$ cat config.mk
export PLATFORM = sky130hd
export DESIGN_NAME = network_join_retry_controller_flat
export DESIGN_NICKNAME = d
export VERILOG_FILES = /design/src/rtl/njr_pkg.sv /design/src/rtl/njr_poll_if.sv /design/src/rtl/njr_report_if.sv /design/src/rtl/njr_cfg_if.sv /design/src/rtl/network_join_retry_controller.sv /design/src/rtl/njr_cfg_regs.sv /design/src/rtl/njr_sequencer.sv /design/src/flat_wrapper.sv
export SDC_FILE = /design/constraint.sdc
export NUM_CORES = 1
export LEC_CHECK = 0
export BUFFER_PORTS_ARGS = -buffer_cell sky130_fd_sc_hd__clkbuf_2
export CAP_MARGIN = 15
export CORE_AREA = 2 2 166 168
export CTS_CLUSTER_SIZE = 25
export DETAILED_ROUTE_END_ITERATION = 7
export DIE_AREA = 0 0 168 170
export GPL_TIMING_DRIVEN = 0
export PLACE_DENSITY = 0.81
export SYNTH_ARGS = -nofsm -noshare
export SYNTH_HDL_FRONTEND = slang
export SYNTH_SLANG_ARGS = --single-unit
$ cat constraint.sdc
create_clock -name clk -period 5.13 [get_ports clk]
set_clock_uncertainty 0.15 [all_clocks]
set_input_delay 0.7695 -clock clk [delete_from_list [all_inputs] [get_ports clk]]
set_output_delay 0.7695 -clock clk [all_outputs]
set_load 0.05 [all_outputs]
$ cat src/rtl/njr_pkg.sv
// ----------------------------------------------------------------------------
// njr_pkg
// shared types, codes and reset values of the network join retry controller
// ----------------------------------------------------------------------------
package njr_pkg;

    // failure count saturation default
    localparam int unsigned MAX_FAILURES_DEF = 5;

    // configuration register indexes
    localparam int unsigned CFG_INDEX_W = 3;
    localparam logic [CFG_INDEX_W-1:0] CFG_TIMEOUT    = 3'd0;
    localparam logic [CFG_INDEX_W-1:0] CFG_BACKOFF_1  = 3'd1;
    localparam logic [CFG_INDEX_W-1:0] CFG_BACKOFF_2  = 3'd2;
    localparam logic [CFG_INDEX_W-1:0] CFG_BACKOFF_3  = 3'd3;
    localparam logic [CFG_INDEX_W-1:0] CFG_BACKOFF_4  = 3'd4;
    localparam logic [CFG_INDEX_W-1:0] CFG_BACKOFF_5  = 3'd5;

    // configuration reset values
    localparam logic [15:0] TIMEOUT_RST   = 16'd240;
    localparam logic [31:0] BACKOFF_1_RST = 32'd1800;
    localparam logic [31:0] BACKOFF_2_RST = 32'd3600;
    localparam logic [31:0] BACKOFF_3_RST = 32'd7200;
    localparam logic [31:0] BACKOFF_4_RST = 32'd28800;
    localparam logic [31:0] BACKOFF_5_RST = 32'd86400;

    // phase codes
    localparam logic [2:0] PH_IDLE   = 3'd0;
    localparam logic [2:0] PH_INIT   = 3'd1;
    localparam logic [2:0] PH_REG    = 3'd2;
    localparam logic [2:0] PH_JOINED = 3'd3;
    localparam logic [2:0] PH_ERROR  = 3'd4;

    // awake hold codes
    localparam logic [1:0] HOLD_NONE    = 2'd0;
    localparam logic [1:0] HOLD_JOIN    = 2'd1;
    localparam logic [1:0] HOLD_DEFAULT = 2'd2;

    typedef struct packed {
        logic [31:0] now_seconds;
        logic        busy_pin;
        logic        stat_pin;
        logic        link_lost;
    } njr_item_t;

    typedef struct packed {
        logic [2:0]  phase;
        logic        joined_flag;
        logic        net_error;
        logic        modem_restart;
        logic        status_query;
        logic        sleep_request;
        logic        sync_request;
        logic [1:0]  awake_hold;
        logic [2:0]  fail_count;
        logic [31:0] reconnect_time;
    } njr_result_t;

    typedef struct packed {
        logic [15:0] timeout;
        logic [31:0] backoff_first;
        logic [31:0] backoff_second;
        logic [31:0] backoff_third;
        logic [31:0] backoff_fourth;
        logic [31:0] backoff_fifth;
    } njr_cfg_t;

endpackage

$ cat src/rtl/njr_poll_if.sv
// ----------------------------------------------------------------------------
// njr_poll_if
// poll tick channel: time and modem pin levels
// ----------------------------------------------------------------------------
interface njr_poll_if;
    logic        valid;
    logic        ready;
    logic [31:0] now_seconds;
    logic        busy_pin;
    logic        stat_pin;
    logic        link_lost;

    modport source (
        output valid, now_seconds, busy_pin, stat_pin, link_lost,
        input  ready
    );
    modport sink (
        input  valid, now_seconds, busy_pin, stat_pin, link_lost,
        output ready
    );
endinterface

$ cat src/rtl/njr_report_if.sv
// ----------------------------------------------------------------------------
// njr_report_if
// per-tick report channel: phase, flags, command pulses, backoff state
// ----------------------------------------------------------------------------
interface njr_report_if;
    logic        valid;
    logic        ready;
    logic [2:0]  phase;
    logic        joined_flag;
    logic        net_error;
    logic        modem_restart;
    logic        status_query;
    logic        sleep_request;
    logic        sync_request;
    logic [1:0]  awake_hold;
    logic [2:0]  fail_count;
    logic [31:0] reconnect_time;

    modport source (
        output valid, phase, joined_flag, net_error, modem_restart, status_query,
               sleep_request, sync_request, awake_hold, fail_count, reconnect_time,
        input  ready
    );
    modport sink (
        input  valid, phase, joined_flag, net_error, modem_restart, status_query,
               sleep_request, sync_request, awake_hold, fail_count, reconnect_time,
        output ready
    );
endinterface

$ cat src/rtl/njr_cfg_if.sv
// ----------------------------------------------------------------------------
// njr_cfg_if
// configuration write channel: register index and write data
// ----------------------------------------------------------------------------
interface njr_cfg_if;
    import njr_pkg::*;

    logic                   valid;
    logic                   ready;
    logic [CFG_INDEX_W-1:0] index;
    logic [31:0]            data;

    modport source (
        output valid, index, data,
        input  ready
    );
    modport sink (
        input  valid, index, data,
        output ready
    );
endinterface

$ cat src/rtl/network_join_retry_controller.sv
// ----------------------------------------------------------------------------
// network_join_retry_controller
// modem join sequencer with register-wait timeout and failure backoff
// ----------------------------------------------------------------------------
//  channel  dir  transfer moves
//  -------  ---  --------------------------------------------------------
//  poll     in   one poll tick: now_seconds, busy_pin, stat_pin, link_lost
//  report   out  one report per tick: phase, flags, pulses, fail count, time
//  cfg      in   one register write: index, data (always ready)
//
//  a tick is taken into the input register, stepped through the sequencer
//  once the report register is free or being drained, and lands in that
//  register; one tick per cycle unless report stalls, set by the single pass
//  through the sequencer. a stalled report holds the report register; one
//  more tick may wait in the input register before poll ready drops
//  reset loads sequencer and config reset values and clears both valid bits
// ----------------------------------------------------------------------------
module network_join_retry_controller #(
    parameter int unsigned MAX_FAILURES = njr_pkg::MAX_FAILURES_DEF
) (
    input  logic      clk,
    input  logic      rst_n,
    njr_poll_if.sink  poll,
    njr_report_if.source report,
    njr_cfg_if.sink   cfg
);
    import njr_pkg::*;

    // input register
    logic        in_valid_reg;
    njr_item_t   in_item_reg;

    // report register
    logic        out_valid_reg;
    njr_result_t out_result_reg;

    njr_cfg_t    regs;
    njr_result_t step_result;
    logic        advance;

    // step the held tick when the report register is free or being drained
    assign advance    = in_valid_reg && (!out_valid_reg || report.ready);
    assign poll.ready = !in_valid_reg || advance;

    njr_cfg_regs u_cfg_regs (
        .clk   (clk),
        .rst_n (rst_n),
        .cfg   (cfg),
        .regs  (regs)
    );

    njr_sequencer #(
        .MAX_FAILURES (MAX_FAILURES)
    ) u_sequencer (
        .clk    (clk),
        .rst_n  (rst_n),
        .step   (advance),
        .item   (in_item_reg),
        .regs   (regs),
        .result (step_result)
    );

    // valid bits
    always_ff @(posedge clk or negedge rst_n)
    begin
        if (!rst_n)
        begin
            in_valid_reg  <= 1'b0;
            out_valid_reg <= 1'b0;
        end
        else
        begin
            if (poll.ready)
            begin
                in_valid_reg <= poll.valid;
            end
            if (advance)
            begin
                out_valid_reg <= 1'b1;
            end
            else if (report.ready)
            begin
                out_valid_reg <= 1'b0;
            end
        end
    end

    // payload registers, no reset
    always_ff @(posedge clk)
    begin
        if (poll.valid && poll.ready)
        begin
            in_item_reg.now_seconds <= poll.now_seconds;
            in_item_reg.busy_pin    <= poll.busy_pin;
            in_item_reg.stat_pin    <= poll.stat_pin;
            in_item_reg.link_lost   <= poll.link_lost;
        end
        if (advance)
        begin
            out_result_reg <= step_result;
        end
    end

    assign report.valid          = out_valid_reg;
    assign report.phase          = out_result_reg.phase;
    assign report.joined_flag    = out_result_reg.joined_flag;
    assign report.net_error      = out_result_reg.net_error;
    assign report.modem_restart  = out_result_reg.modem_restart;
    assign report.status_query   = out_result_reg.status_query;
    assign report.sleep_request  = out_result_reg.sleep_request;
    assign report.sync_request   = out_result_reg.sync_request;
    assign report.awake_hold     = out_result_reg.awake_hold;
    assign report.fail_count     = out_result_reg.fail_count;
    assign report.reconnect_time = out_result_reg.reconnect_time;

    // a stepped tick always shows up as a report in the next cycle
    a_step_reports: assert property (@(posedge clk) disable iff (!rst_n)
        advance |=> out_valid_reg)
        else $error("stepped tick did not reach the report register");

    // poll may only stall while a tick is held
    a_stall_held: assert property (@(posedge clk) disable iff (!rst_n)
        !poll.ready |-> in_valid_reg)
        else $error("poll stalled with an empty input register");

    // a modem restart pulse is issued only on the way into register wait
    a_restart_phase: assert property (@(posedge clk) disable iff (!rst_n)
        (out_valid_reg && report.modem_restart) |-> (report.phase == PH_REG))
        else $error("restart pulse outside register wait entry");

    // failure count never passes its saturation value
    a_fail_sat: assert property (@(posedge clk) disable iff (!rst_n)
        out_valid_reg |-> (report.fail_count <= 3'(MAX_FAILURES)))
        else $error("failure count above saturation");

endmodule

$ cat src/rtl/njr_cfg_regs.sv
// ----------------------------------------------------------------------------
// njr_cfg_regs
// timeout and backoff delay registers behind the write channel
// ----------------------------------------------------------------------------
module njr_cfg_regs (
    input  logic            clk,
    input  logic            rst_n,
    njr_cfg_if.sink         cfg,
    output njr_pkg::njr_cfg_t regs
);
    import njr_pkg::*;

    njr_cfg_t regs_reg;

    assign cfg.ready = 1'b1;
    assign regs      = regs_reg;

    always_ff @(posedge clk or negedge rst_n)
    begin
        if (!rst_n)
        begin
            regs_reg.timeout        <= TIMEOUT_RST;
            regs_reg.backoff_first  <= BACKOFF_1_RST;
            regs_reg.backoff_second <= BACKOFF_2_RST;
            regs_reg.backoff_third  <= BACKOFF_3_RST;
            regs_reg.backoff_fourth <= BACKOFF_4_RST;
            regs_reg.backoff_fifth  <= BACKOFF_5_RST;
        end
        else if (cfg.valid && cfg.ready)
        begin
            case (cfg.index)
                CFG_TIMEOUT:   regs_reg.timeout        <= cfg.data[15:0];
                CFG_BACKOFF_1: regs_reg.backoff_first  <= cfg.data;
                CFG_BACKOFF_2: regs_reg.backoff_second <= cfg.data;
                CFG_BACKOFF_3: regs_reg.backoff_third  <= cfg.data;
                CFG_BACKOFF_4: regs_reg.backoff_fourth <= cfg.data;
                CFG_BACKOFF_5: regs_reg.backoff_fifth  <= cfg.data;
                default:       ; // unmapped index, write dropped
            endcase
        end
    end

endmodule

$ cat src/rtl/njr_sequencer.sv
// ----------------------------------------------------------------------------
// njr_sequencer
// join phase sequencer with wait counter, failure count and backoff time
// ----------------------------------------------------------------------------
module njr_sequencer #(
    parameter int unsigned MAX_FAILURES = njr_pkg::MAX_FAILURES_DEF
) (
    input  logic                 clk,
    input  logic                 rst_n,
    input  logic                 step,
    input  njr_pkg::njr_item_t   item,
    input  njr_pkg::njr_cfg_t    regs,
    output njr_pkg::njr_result_t result
);
    import njr_pkg::*;

    typedef enum logic [2:0] {
        IDLE   = PH_IDLE,
        INIT   = PH_INIT,
        REG    = PH_REG,
        JOINED = PH_JOINED,
        ERROR  = PH_ERROR
    } phase_t;

    phase_t      phase_reg,  phase_next;
    logic        lse_reg,    lse_next;
    logic        joined_reg, joined_next;
    logic [15:0] wait_reg,   wait_next;
    logic [2:0]  fail_reg,   fail_next;
    logic [31:0] nat_reg,    nat_next;

    logic        due;
    logic [15:0] wait_inc;
    logic [2:0]  fail_sat;
    logic [31:0] delay;

    assign due      = (nat_reg <= item.now_seconds);
    assign wait_inc = 16'(wait_reg + 16'd1);

    // failure count after one more failure, saturating
    assign fail_sat = (fail_reg < 3'(MAX_FAILURES)) ? 3'(fail_reg + 3'd1)
                                                    : 3'(MAX_FAILURES);

    // delay picked by the failure count after the increment
    always_comb
    begin
        case (fail_sat)
            3'd0, 3'd1: delay = regs.backoff_first;
            3'd2:       delay = regs.backoff_second;
            3'd3:       delay = regs.backoff_third;
            3'd4:       delay = regs.backoff_fourth;
            default:    delay = regs.backoff_fifth;
        endcase
    end

    always_comb
    begin
        phase_next  = phase_reg;
        lse_next    = lse_reg | item.link_lost;
        joined_next = joined_reg;
        wait_next   = wait_reg;
        fail_next   = fail_reg;
        nat_next    = nat_reg;

        result.modem_restart = 1'b0;
        result.status_query  = 1'b0;
        result.sleep_request = 1'b0;
        result.sync_request  = 1'b0;
        result.awake_hold    = HOLD_NONE;

        case (phase_reg)
            IDLE:
            begin
                if (due && lse_next)
                begin
                    phase_next        = INIT;
                    result.awake_hold = HOLD_JOIN;
                end
            end
            INIT:
            begin
                joined_next          = 1'b0;
                result.modem_restart = 1'b1;
                wait_next            = 16'd0;
                phase_next           = REG;
            end
            REG:
            begin
                if (item.busy_pin && item.stat_pin)
                begin
                    phase_next = JOINED;
                end
                else if (wait_inc >= regs.timeout)
                begin
                    wait_next         = 16'd0;
                    lse_next          = 1'b1;
                    phase_next        = ERROR;
                    result.awake_hold = HOLD_DEFAULT;
                end
                else
                begin
                    wait_next = wait_inc;
                end
            end
            JOINED:
            begin
                result.status_query = 1'b1;
                joined_next         = 1'b1;
                fail_next           = 3'd0;
                wait_next           = 16'd0;
                phase_next          = IDLE;
                lse_next            = 1'b0;
                result.awake_hold   = HOLD_DEFAULT;
                result.sync_request = 1'b1;
            end
            ERROR:
            begin
                result.awake_hold    = HOLD_DEFAULT;
                phase_next           = IDLE;
                lse_next             = 1'b1;
                result.sleep_request = 1'b1;
                if (due)
                begin
                    fail_next = fail_sat;
                    nat_next  = 32'(item.now_seconds + delay);
                end
            end
            default: ; // codes outside the phase set do nothing
        endcase

        result.phase          = phase_next;
        result.joined_flag    = joined_next;
        result.net_error      = lse_next;
        result.fail_count     = fail_next;
        result.reconnect_time = nat_next;
    end

    always_ff @(posedge clk or negedge rst_n)
    begin
        if (!rst_n)
        begin
            phase_reg  <= IDLE;
            lse_reg    <= 1'b1;
            joined_reg <= 1'b0;
            wait_reg   <= 16'd0;
            fail_reg   <= 3'd0;
            nat_reg    <= 32'd0;
        end
        else if (step)
        begin
            phase_reg  <= phase_next;
            lse_reg    <= lse_next;
            joined_reg <= joined_next;
            wait_reg   <= wait_next;
            fail_reg   <= fail_next;
            nat_reg    <= nat_next;
        end
    end

endmodule
$ cat src/flat_wrapper.sv
// flat-port wrapper written by rule: the top's interface ports become plain ports
module network_join_retry_controller_flat import njr_pkg::*;
#(
    parameter int unsigned MAX_FAILURES = njr_pkg::MAX_FAILURES_DEF
)
  (clk, rst_n, poll_valid, poll_now_seconds, poll_busy_pin, poll_stat_pin, poll_link_lost, poll_ready, report_valid, report_phase, report_joined_flag, report_net_error, report_modem_restart, report_status_query, report_sleep_request, report_sync_request, report_awake_hold, report_fail_count, report_reconnect_time, report_ready, cfg_valid, cfg_index, cfg_data, cfg_ready);
  njr_poll_if poll_i ();
  njr_report_if report_i ();
  njr_cfg_if cfg_i ();
  input  logic clk;
  input  logic rst_n;
  input wire logic [$bits(poll_i.valid)-1:0] poll_valid;
  input wire logic [$bits(poll_i.now_seconds)-1:0] poll_now_seconds;
  input wire logic [$bits(poll_i.busy_pin)-1:0] poll_busy_pin;
  input wire logic [$bits(poll_i.stat_pin)-1:0] poll_stat_pin;
  input wire logic [$bits(poll_i.link_lost)-1:0] poll_link_lost;
  output wire logic [$bits(poll_i.ready)-1:0] poll_ready;
  output wire logic [$bits(report_i.valid)-1:0] report_valid;
  output wire logic [$bits(report_i.phase)-1:0] report_phase;
  output wire logic [$bits(report_i.joined_flag)-1:0] report_joined_flag;
  output wire logic [$bits(report_i.net_error)-1:0] report_net_error;
  output wire logic [$bits(report_i.modem_restart)-1:0] report_modem_restart;
  output wire logic [$bits(report_i.status_query)-1:0] report_status_query;
  output wire logic [$bits(report_i.sleep_request)-1:0] report_sleep_request;
  output wire logic [$bits(report_i.sync_request)-1:0] report_sync_request;
  output wire logic [$bits(report_i.awake_hold)-1:0] report_awake_hold;
  output wire logic [$bits(report_i.fail_count)-1:0] report_fail_count;
  output wire logic [$bits(report_i.reconnect_time)-1:0] report_reconnect_time;
  input wire logic [$bits(report_i.ready)-1:0] report_ready;
  input wire logic [$bits(cfg_i.valid)-1:0] cfg_valid;
  input wire logic [$bits(cfg_i.index)-1:0] cfg_index;
  input wire logic [$bits(cfg_i.data)-1:0] cfg_data;
  output wire logic [$bits(cfg_i.ready)-1:0] cfg_ready;
  assign poll_i.valid = poll_valid;
  assign poll_i.now_seconds = poll_now_seconds;
  assign poll_i.busy_pin = poll_busy_pin;
  assign poll_i.stat_pin = poll_stat_pin;
  assign poll_i.link_lost = poll_link_lost;
  assign poll_ready = poll_i.ready;
  assign report_valid = report_i.valid;
  assign report_phase = report_i.phase;
  assign report_joined_flag = report_i.joined_flag;
  assign report_net_error = report_i.net_error;
  assign report_modem_restart = report_i.modem_restart;
  assign report_status_query = report_i.status_query;
  assign report_sleep_request = report_i.sleep_request;
  assign report_sync_request = report_i.sync_request;
  assign report_awake_hold = report_i.awake_hold;
  assign report_fail_count = report_i.fail_count;
  assign report_reconnect_time = report_i.reconnect_time;
  assign report_i.ready = report_ready;
  assign cfg_i.valid = cfg_valid;
  assign cfg_i.index = cfg_index;
  assign cfg_i.data = cfg_data;
  assign cfg_ready = cfg_i.ready;
  network_join_retry_controller #(.MAX_FAILURES(MAX_FAILURES)) u_core (.clk(clk), .rst_n(rst_n), .poll(poll_i), .report(report_i), .cfg(cfg_i));
endmodule
==> metrics.txt, run 1 <==
CORE AREA=~27000 µm²; share of cells above drive strength 1=29.5%; total CTS buffers=35; dpl cells=1841; first-pass detailed-route iteration total=7; aggregate global routing overflow=0; Leakage=8.26 nW; Final setup viols=0; worst-path maximum fanout=10; CP delay by family, top=compound AO/OA/AOI/OAI gates; clock tree sinks=314; slew margin rel.=42.0%; fin util=roughly two thirds; compound-gate portion of the synthesized area=11.3%; ant diodes=0; Max Transition Viols Final=0; FF-to-FF End=u_core.report.reconnect_time[29]; XOR/XNOR Fraction of Synth Area=2.11%; Worst Max-Slew Pin Slew=0.869 ns; Power Dens Cells=407 nW/µm²; CTS Hold Bufs=0; Post-Route Setup TNS=0 ns; initial antenna violation count=1; CP Capture Type=flop; CTS root buffer=clkbuf_16; CP max stage cell=dfrtp_2; CTS tree=yes; Yosys reg bits=314; port bufs=122; Seq/Total Area, Yosys=52.5%; critical path startpoint=u_core.u_sequencer.fail_reg[0]; Avg WL per Cell=20.2 µm; CP Class=flop to flop; largest family of logic cells by synthesized area=multiplexers; Placer Congestion=0.958; Worst R2R Start=u_core.u_sequencer.fail_reg[0]; Post-Syn Area=around 16000 µm²; Die ar.=between 20000 and 30000 µm²; Top FF cell, synth=dfrtp_1; Post-synth EDFFs=80; Cells after Synth=1376; Total Routing Usage GR=27.0%; Die Span X=168 µm; Final min period=around 5.0 ns; num rows=60; Adder-Cell Fraction of Synth Area=under 10%; Final #Nets=between 1500 and 2000; post-synthesis simple-gate area fraction=10.0%; H-tree lvl count=2; Area Overhead vs Synth=15.3%; mux cell area share after synthesis=14.2%; fmax=198 MHz; hold crit path type=input port to async pin; MaxCap Viol Count=0; CP peak stage delay=0.46 ns; Worst Path Buf+Inv=1; critical path endpoint=u_core.report.reconnect_time[29]; Final period util=98.4%; post-synthesis net count=1533; clock latency on the worst-skew pair=0.53 ns; Antenna Nets Post-Route=0; final WL=a little under 40000 µm; initial DRC count=approximately 1200; I/O pin cnt=between 100 and 150; area of the multi-input gates=7090 µm²; reg2reg setup slack=0.08 ns; Worst path depth=16; fillers=1869; Via density=6.13; Overall Power=roughly 7.4 mW; Netlist cell types=72; Worst VDD drop=0.000247 V; Min Hold Slack=0.0764 ns; die height=170 µm; max FFs per register=176; Syn Area/Cell=11.5 µm²; first-pass GRT wire length=60600 µm; crit path cell chain=ha_2, nand3b_1, or2_2, a21oi_4, buf_2, nand2_1, a31oi_2, ha_2, o211ai_1, o211ai_1, a21oi_2, nor2_1, o21ai_0, o21ai_0, xor2_1, mux2_2; Startpoint Class=flop; largest net degree at the start of global routing=112; Final Hold Fails=0; DRC errors left=0; CTS clk-pin slew, worst paths=0.06 ns; vias in the first global route=11631; Initial Utilization=59.2%; Ys Warns=0; worst reg-to-reg path cell count=16; detailed placement HPWL=around 27000 µm; status=finished clean; final std cells w/o fill=1909; Required @ worst endpoint=5.26 ns; CTS Buffer Depth=3; Synth async-reset ratio=74.5%; vias=11704; crit path DAT=around 5.2 ns; Register Area=just over 8000 µm²
worst min path at each step:
stage	startpoint	to	slack (ns)	cells past startpoint
floorplan	u_core.in_valid_reg	u_core.report.valid	0.31	1
global route	rst_n	u_core.u_sequencer.wait_reg[1]	0.12	1
CTS	rst_n	u_core.u_sequencer.wait_reg[1]	0.09	1
global placement	u_core.in_valid_reg	u_core.report.valid	0.32	1
detailed placement	u_core.in_valid_reg	u_core.report.valid	0.34	1
finish	rst_n	u_core.u_sequencer.wait_reg[1]	0.08	1
worst reg2reg max path, cell delays in order, from the launching register on:
cell,delay [ns]
dfrtp_2,0.46
ha_2,0.31
nand3b_1,0.17
or2_2,0.38
a21oi_4,0.26
buf_2,0.32
nand2_1,0.12
a31oi_2,0.37
ha_2,0.41
o211ai_1,0.24
o211ai_1,0.22
a21oi_2,0.32
nor2_1,0.09
o21ai_0,0.28
o21ai_0,0.21
xor2_1,0.21
mux2_2,0.29
cells in the mapped netlist (12+ instances only):
library cell  number  area (µm²)
mux2_2           195        2200
xor2_1            14         123
o21ai_0           58         290
a31oi_1           38         238
nand2b_1          18         113
xnor2_1           24         210
dfrtp_1          208        5200
nor2_1            65         244
nand4_1           12        75.1
a222oi_1          32         320
edfxtp_1          80        2400
inv_1             61         229
a21oi_1           54         270
dfstp_2           26         683
clkbuf_1          47         176
nand2_1          181         679
ha_1              81        1010
a21o_1            16         120
nand3_1           22         110
final cells by class:
| type | count | area share (%) |
|---|---|---|
| Sequential cell | 314 | 45.6 |
| Multi-Input combinational cell | 937 | 39.0 |
| Clock buffer | 49 | 5.38 |
| Timing Repair Buffer | 128 | 3.94 |
| Inverter | 62 | 1.29 |
| Clock inverter | 15 | 0.812 |
| Tap cell | 341 | 2.35 |
| Buffer | 63 | 1.66 |
metal layers:
| metal | part of all wire [%] | up-vias | GRT usage (%) |
|---|---|---|---|
| met5 | 0.034 | - | 0 |
| met4 | 2.6 | 2 | 8.66 |
| met3 | 6.3 | 92 | 4.37 |
| met2 | 49 | 424 | 45.8 |
| met1 | 42 | 5831 | 35.7 |
| li1 | - | 5355 | - |
layout by cell type, fill, tap and decap left out, drive strengths merged, types with 3 or more instances in the layout:
cell type and n:
a2111oi 7, a211oi 8, a21o 16, a21oi 54, a221oi 4, a222oi 32, a22o 8, a31oi 38
and2 6, and3 6, buf 23, clkbuf 217, clkinv 12, dfrtp 208, dfstp 26, edfxtp 80
ha 81, inv 63, mux2 198, nand2 181, nand2b 18, nand3 22, nand4 12, nor2 66
nor2b 4, nor3 12, nor3b 3, o211ai 10, o21ai 62, o21bai 3, o31ai 3, or2 6
or3 5, xnor2 24, xor2 14
where the power goes:
group / switching, mW / internal (mW) / total, mW / leakage (nW)
clock: 1.04 / 1.40 / 2.44 / 0.554
sequential: 0.219 / 3.01 / 3.23 / 3.64
combinational: 1.04 / 0.699 / 1.74 / 4.07
stage by stage:
stage	worst slack, ns	instance area [µm²]
CTS	0.0237	18100
global placement	-1.44	16800
global route	-0.0125	18200
floorplan	0.741	15800
detailed placement	-0.951	16900
finish	0.0804	18200
timing repair:
item,4_1_cts,5_1_grt
buffers inserted,2,2
endpoints found under the setup margin,44,25
pin swaps,2,5
resized for setup,24,28
kinds of logic (layout without fill, tap and decap cells):
group	after synthesis	count (layout)
muxes	199	199
buffers and inverters	125	317
other	1	1
adders and majority gates	82	82
DFF	314	314
and+or+nand+nor	352	352
AOI/OAI and AO/OA	265	265
xor gates and xnor gates	38	38
No activity file was read; power rests on OpenSTA's default activity.
==> run 2, diff against run 1 <==
RECOVER_POWER = 50   (was not set)
clock period = 5.1 ns   (was 5.13 ns; I/O delays follow)
==> metrics.txt, run 2 (same netlist as run 1, synthesis figures left out) <==
status=finished, violations left; violated checks=capacitance limit, slew limit; Worst R2R Start=u_core.u_sequencer.fail_reg[0]; clock latency on the worst-skew pair=0.54 ns; CP peak stage delay=0.47 ns; initial antenna violation count=1; worst reg-to-reg path cell count=17; final std cells w/o fill=1909; Max Transition Viols Final=95; commonest non-fill, non-tap cell in the layout=dfrtp_1; total CTS buffers=35; MaxCap Viol Count=2; Leakage=8.22 nW; Hold EP=u_core.in_item_reg[30]; Antenna Nets Post-Route=0; detailed placement HPWL=between 20000 and 30000 µm; first-pass GRT wire length=60600 µm; Worst VDD drop=0.000249 V; Worst Max-Slew Pin Slew=approximately 3.5 ns; num rows=60; slew margin rel.=-130%; DR WL met2=about 19000 µm; CTS tree=yes; FF-to-FF End=u_core.report.reconnect_time[29]; most frequent cells in the layout=207 x dfrtp_1, 195 x mux2_2, 181 x nand2_1, 124 x clkbuf_2, 80 x edfxtp_1; CTS clk-pin slew, worst paths=~0.060 ns; Min Hold Slack=roughly 0.26 ns; vias=11716; Area Overhead vs Synth=15.1%; uppermost layer routed=met5; crit path cell chain=ha_2, or2_2, a211oi_4, buf_4, buf_2, a222oi_1, a31oi_2, buf_4, ha_1, a211oi_1, o211ai_1, a21oi_2, nor2_1, o21ai_0, o21ai_0, xor2_1, mux2_2; Final period util=a little over nine tenths; share of cells above drive strength 1=28.8%; fmax=199 MHz; clock tree sinks=between 300 and 400; Placer Congestion=0.958; CORE AREA=26700 µm²; aggregate global routing overflow=0; largest net degree at the start of global routing=between 100 and 150; initial DRC count=1191; Post-Route Setup TNS=0 ns; area post-placement=16900 µm²; DRT met1 WL=16200 µm; hold path cells=1; Final Hold Fails=0; port bufs=approximately 120; I/O pin cnt=about 120; max FFs per register=176; Via density=6.14; first-pass detailed-route iteration total=7; Final setup viols=0; CTS root buffer=clkbuf_16; Die ar.=28600 µm²; Final Cell Area=18200 µm²; Die Span X=168 µm; crit path DAT=5.15 ns; die height=170 µm; Initial Utilization=59.2%; Required @ worst endpoint=5.23 ns; dpl cells=1841; CP Class=flop to flop; HP Start=poll_now_seconds[27]; CTS Buffer Depth=3; DR WL met3=2500 µm; Final #Nets=1698; Startpoint Class=flop; hold crit path type=input port to flop; worst-path maximum fanout=10; final WL=38700 µm; CP Capture Type=flop; RSZ-0062 raised after global routing=yes; reg2reg setup slack=0.08 ns; ant diodes=0; Total Routing Usage GR=27.0%; H-tree lvl count=2; Power Dens Cells=410 nW/µm²; vias in the first global route=between 10000 and 15000; fin util=68.2%; CP max stage cell=dfrtp_2; Avg WL per Cell=around 20 µm; DRC errors left=0; Final min period=between 5 and 6 ns
[run 2: changes by cell type in the layout (fill, tap and decap cells not counted), sizes merged]
cell and delta:
clkbuf +1, buf -1
[run 2: power by group]
part / switching [mW] / total, mW / internal, mW
clock network: 1.05 / 2.46 / 1.41
logic: 1.04 / 1.75 / 0.702
registers: 0.220 / 3.25 / 3.03
[run 2: per-stage QoR]
stage          power (mW)  setup slack [ns]
2_1_floorplan        4.47             0.711
3_3_place_gp         4.87             -1.47
3_5_place_dp         4.97            -0.981
4_1_cts              7.45          0.000463
5_1_grt              7.79           -0.0489
6_report             7.46            0.0789
[run 2: how the worst max path moves through the flow]
| stage | depth (start not counted) | start | end | slack [ns] |
|---|---|---|---|---|
| 2_1_floorplan | 15 | u_core.u_sequencer.fail_reg[0] | u_core.report.reconnect_time[31] | 0.71 |
| 3_3_place_gp | 1 | rst_n | u_core.u_cfg_regs.regs[29] | -1.47 |
| 3_5_place_dp | 15 | u_core.u_sequencer.fail_reg[0] | u_core.report.reconnect_time[31] | -0.98 |
| 4_1_cts | 16 | u_core.u_sequencer.fail_reg[0] | u_core.report.reconnect_time[20] | 0.0005 |
| 5_1_grt | 17 | u_core.u_sequencer.fail_reg[1] | u_core.report.reconnect_time[29] | -0.05 |
| 6_report | 17 | u_core.u_sequencer.fail_reg[0] | u_core.report.reconnect_time[29] | 0.08 |
[run 2: final cells by class]
type,instances,area (µm²)
tap,341,427
timing repair buffer,128,693
multi-input combinational,937,7090
sequential,314,8290
clock inverter,15,148
buffer,63,304
clock buffer,49,978
fill,1874,8480
inverter,62,234
[run 2: worst max-delay path: cells and delay by family, from the launching register on]
family	cells	cell delay, ns
AO/OA/AOI/OAI	8	2.05
buffers and inverters	3	0.64
XOR/XNOR	1	0.21
multiplexers	1	0.29
adder cells (fa/ha/maj)	2	0.52
flip-flops	1	0.47
AND/OR/NAND/NOR	2	0.43
[run 2: metal layers]
metal | up-vias | GRT usage, %
li1 | 5349 | -
met1 | 5819 | 35.8
met2 | 450 | 45.9
met3 | 96 | 4.37
met4 | 2 | 8.51
met5 | - | 0
[run 2: timing repair]
| item | 4_1_cts | 5_1_grt |
|---|---|---|
| setup buffers | 2 | 2 |
| hold buffers | 0 | 0 |
| resized for setup | 28 | 22 |
| pin swaps | 2 | 5 |
| endpoints found under the hold margin | 0 | 0 |
| setup endpoints to repair | 45 | 25 |
==> run 3, diff against run 2 <==
--- a/constraint.sdc
+++ b/constraint.sdc
@@ -4,2 +4,2 @@
 set_output_delay 0.765 -clock clk [all_outputs]
-set_load 0.05 [all_outputs]
+set_load 0.005 [all_outputs]
==> metrics.txt, run 3 (same netlist as run 1, synthesis figures left out) <==
status=finished, violations left; violated checks=capacitance limit, slew limit; Final period util=a little over nine tenths; CP max stage cell=dfrtp_2; Worst VDD drop=0.000249 V; Worst Path Buf+Inv=3; final WL=38700 µm; CP peak stage delay=about 0.47 ns; Final setup viols=0; CP Capture Type=flop; Final min period=5.02 ns; first-pass detailed-route iteration total=6; CTS tree=yes; detailed placement HPWL=27200 µm; fmax=~200 MHz; max FFs per register=176; Avg WL per Cell=about 20 µm; Antenna Nets Post-Route=0; Final #Nets=1698; total CTS buffers=35; DRC errors left=0; largest net degree at the start of global routing=112; Min Hold Slack=0.258 ns; Required @ worst endpoint=5.23 ns; most frequent cells in the layout=207 x dfrtp_1, 195 x mux2_2, 181 x nand2_1, 121 x clkbuf_2, 80 x edfxtp_1; CP Class=flop to flop; commonest non-fill, non-tap cell in the layout=dfrtp_1; Leakage=approximately 8 nW; clock tree sinks=roughly 310; Startpoint Class=flop; Final Hold Fails=0; Post-Route Setup TNS=0 ns; CTS clk-pin slew, worst paths=0.06 ns; reg2reg setup slack=around 0.083 ns; slew margin rel.=-130%; CTS Hold Bufs=0; hold crit path type=input port to flop; aggregate global routing overflow=0; worst-path maximum fanout=10; initial antenna violation count=1; ant diodes=0; clock latency on the worst-skew pair=0.54 ns; first-pass GRT wire length=~60000 µm; crit path cell chain=ha_2, or2_2, a211oi_4, buf_4, buf_2, a222oi_1, a31oi_2, buf_4, ha_1, a211oi_1, o211ai_1, a21oi_2, nor2_1, o21ai_0, o21ai_0, xor2_1, mux2_2; Worst Max-Slew Pin Slew=3.45 ns; initial DRC count=1189; Total Routing Usage GR=between 20 and 30%; RSZ-0062 raised after global routing=yes; Placer Congestion=0.958; Die ar.=28600 µm²; num rows=60; Area Overhead vs Synth=15.1%; vias=11726; Via density=6.14; CTS Buffer Depth=3; MaxCap Viol Count=2; port bufs=about 120; share of cells above drive strength 1=between 20% and 30%; CP delay by family, top=compound AO/OA/AOI/OAI gates; vias in the first global route=11611; Max Transition Viols Final=95; die height=170 µm; CTS root buffer=clkbuf_16; CORE AREA=26700 µm²; crit path DAT=5.15 ns; I/O pin cnt=approximately 120; Initial Utilization=59.2%; Power Dens Cells=403 nW/µm²; H-tree lvl count=2; Die Span X=168 µm
==> run 3: cell types whose count changed in the layout (fill, tap and decap cells not counted) <==
cell / delta
clkbuf_2: -3
clkbuf_1: +2
buf_1: +1
==> run 3: area by class of cell <==
| type | instances | area [µm²] |
|---|---|---|
| Buffer | 63 | 304 |
| Inverter | 62 | 234 |
| Clock buffer | 49 | 978 |
| Clock inverter | 15 | 148 |
| Tap cell | 341 | 427 |
| Fill cell | 1877 | 8480 |
| Sequential cell | 314 | 8290 |
| Multi-Input combinational cell | 937 | 7090 |
| Timing Repair Buffer | 128 | 689 |
==> run 3: layer usage <==
metal  GRT usage (%)  wire (µm)  vias up
met5               0         13        -
met4            8.51       1030        2
met3            4.37       2630       87
met2            45.9      18900      469
met1            35.8      16200     5821
li1                -          -     5347
==> run 3: final timing paths <==
kind	from	end	cells past startpoint
hold / removal	poll_now_seconds[27]	u_core.in_item_reg[30]	1
min in group asynchronous	rst_n	u_core.u_sequencer.wait_reg[1]	1
hold reg to reg	u_core.in_valid_reg	u_core.report.valid	1
setup / recovery	u_core.u_sequencer.fail_reg[0]	u_core.report.reconnect_time[29]	17
setup reg to reg	u_core.u_sequencer.fail_reg[0]	u_core.report.reconnect_time[29]	17
max in group asynchronous	rst_n	u_core.u_cfg_regs.regs[71]	1
==> run 3: through the flow <==
stage               total power, mW  worst slack [ns]  utilization, %  area [µm²]  cells
detailed placement             4.84            -0.981            63.4       16900   1841
global placement               4.74             -1.47            63.1       16800   1839
floorplan                      4.33             0.711               -       15800   1376
global route                   7.66           -0.0489            68.2       18200   1909
finish                         7.33            0.0826            68.2       18200   1909
CTS                            7.32          0.000463            68.0       18100   1907
==> run 3: worst reg2reg max path: stages, from the launching register on <==
cell	delay, ns
dfrtp_2	0.47
ha_2	0.27
or2_2	0.35
a211oi_4	0.21
buf_4	0.20
buf_2	0.27
a222oi_1	0.18
a31oi_2	0.19
buf_4	0.17
ha_1	0.25
a211oi_1	0.38
o211ai_1	0.29
a21oi_2	0.32
nor2_1	0.08
o21ai_0	0.28
o21ai_0	0.21
xor2_1	0.21
mux2_2	0.29
==> run 3: where the power goes <==
part | leakage [nW] | switching, mW | internal (mW) | total (mW)
clock network | 0.554 | 1.05 | 1.41 | 2.46
logic | 4.02 | 0.915 | 0.701 | 1.62
registers | 3.64 | 0.220 | 3.03 | 3.25
==> run 3: repair_timing <==
item                                    4_1_cts  5_1_grt
gates resized for setup                      28       22
pin swaps                                     2        5
hold endpoints to repair                      0        0
buffers inserted                              2        2
cloned                                        0        0
endpoints found under the setup margin       45       25
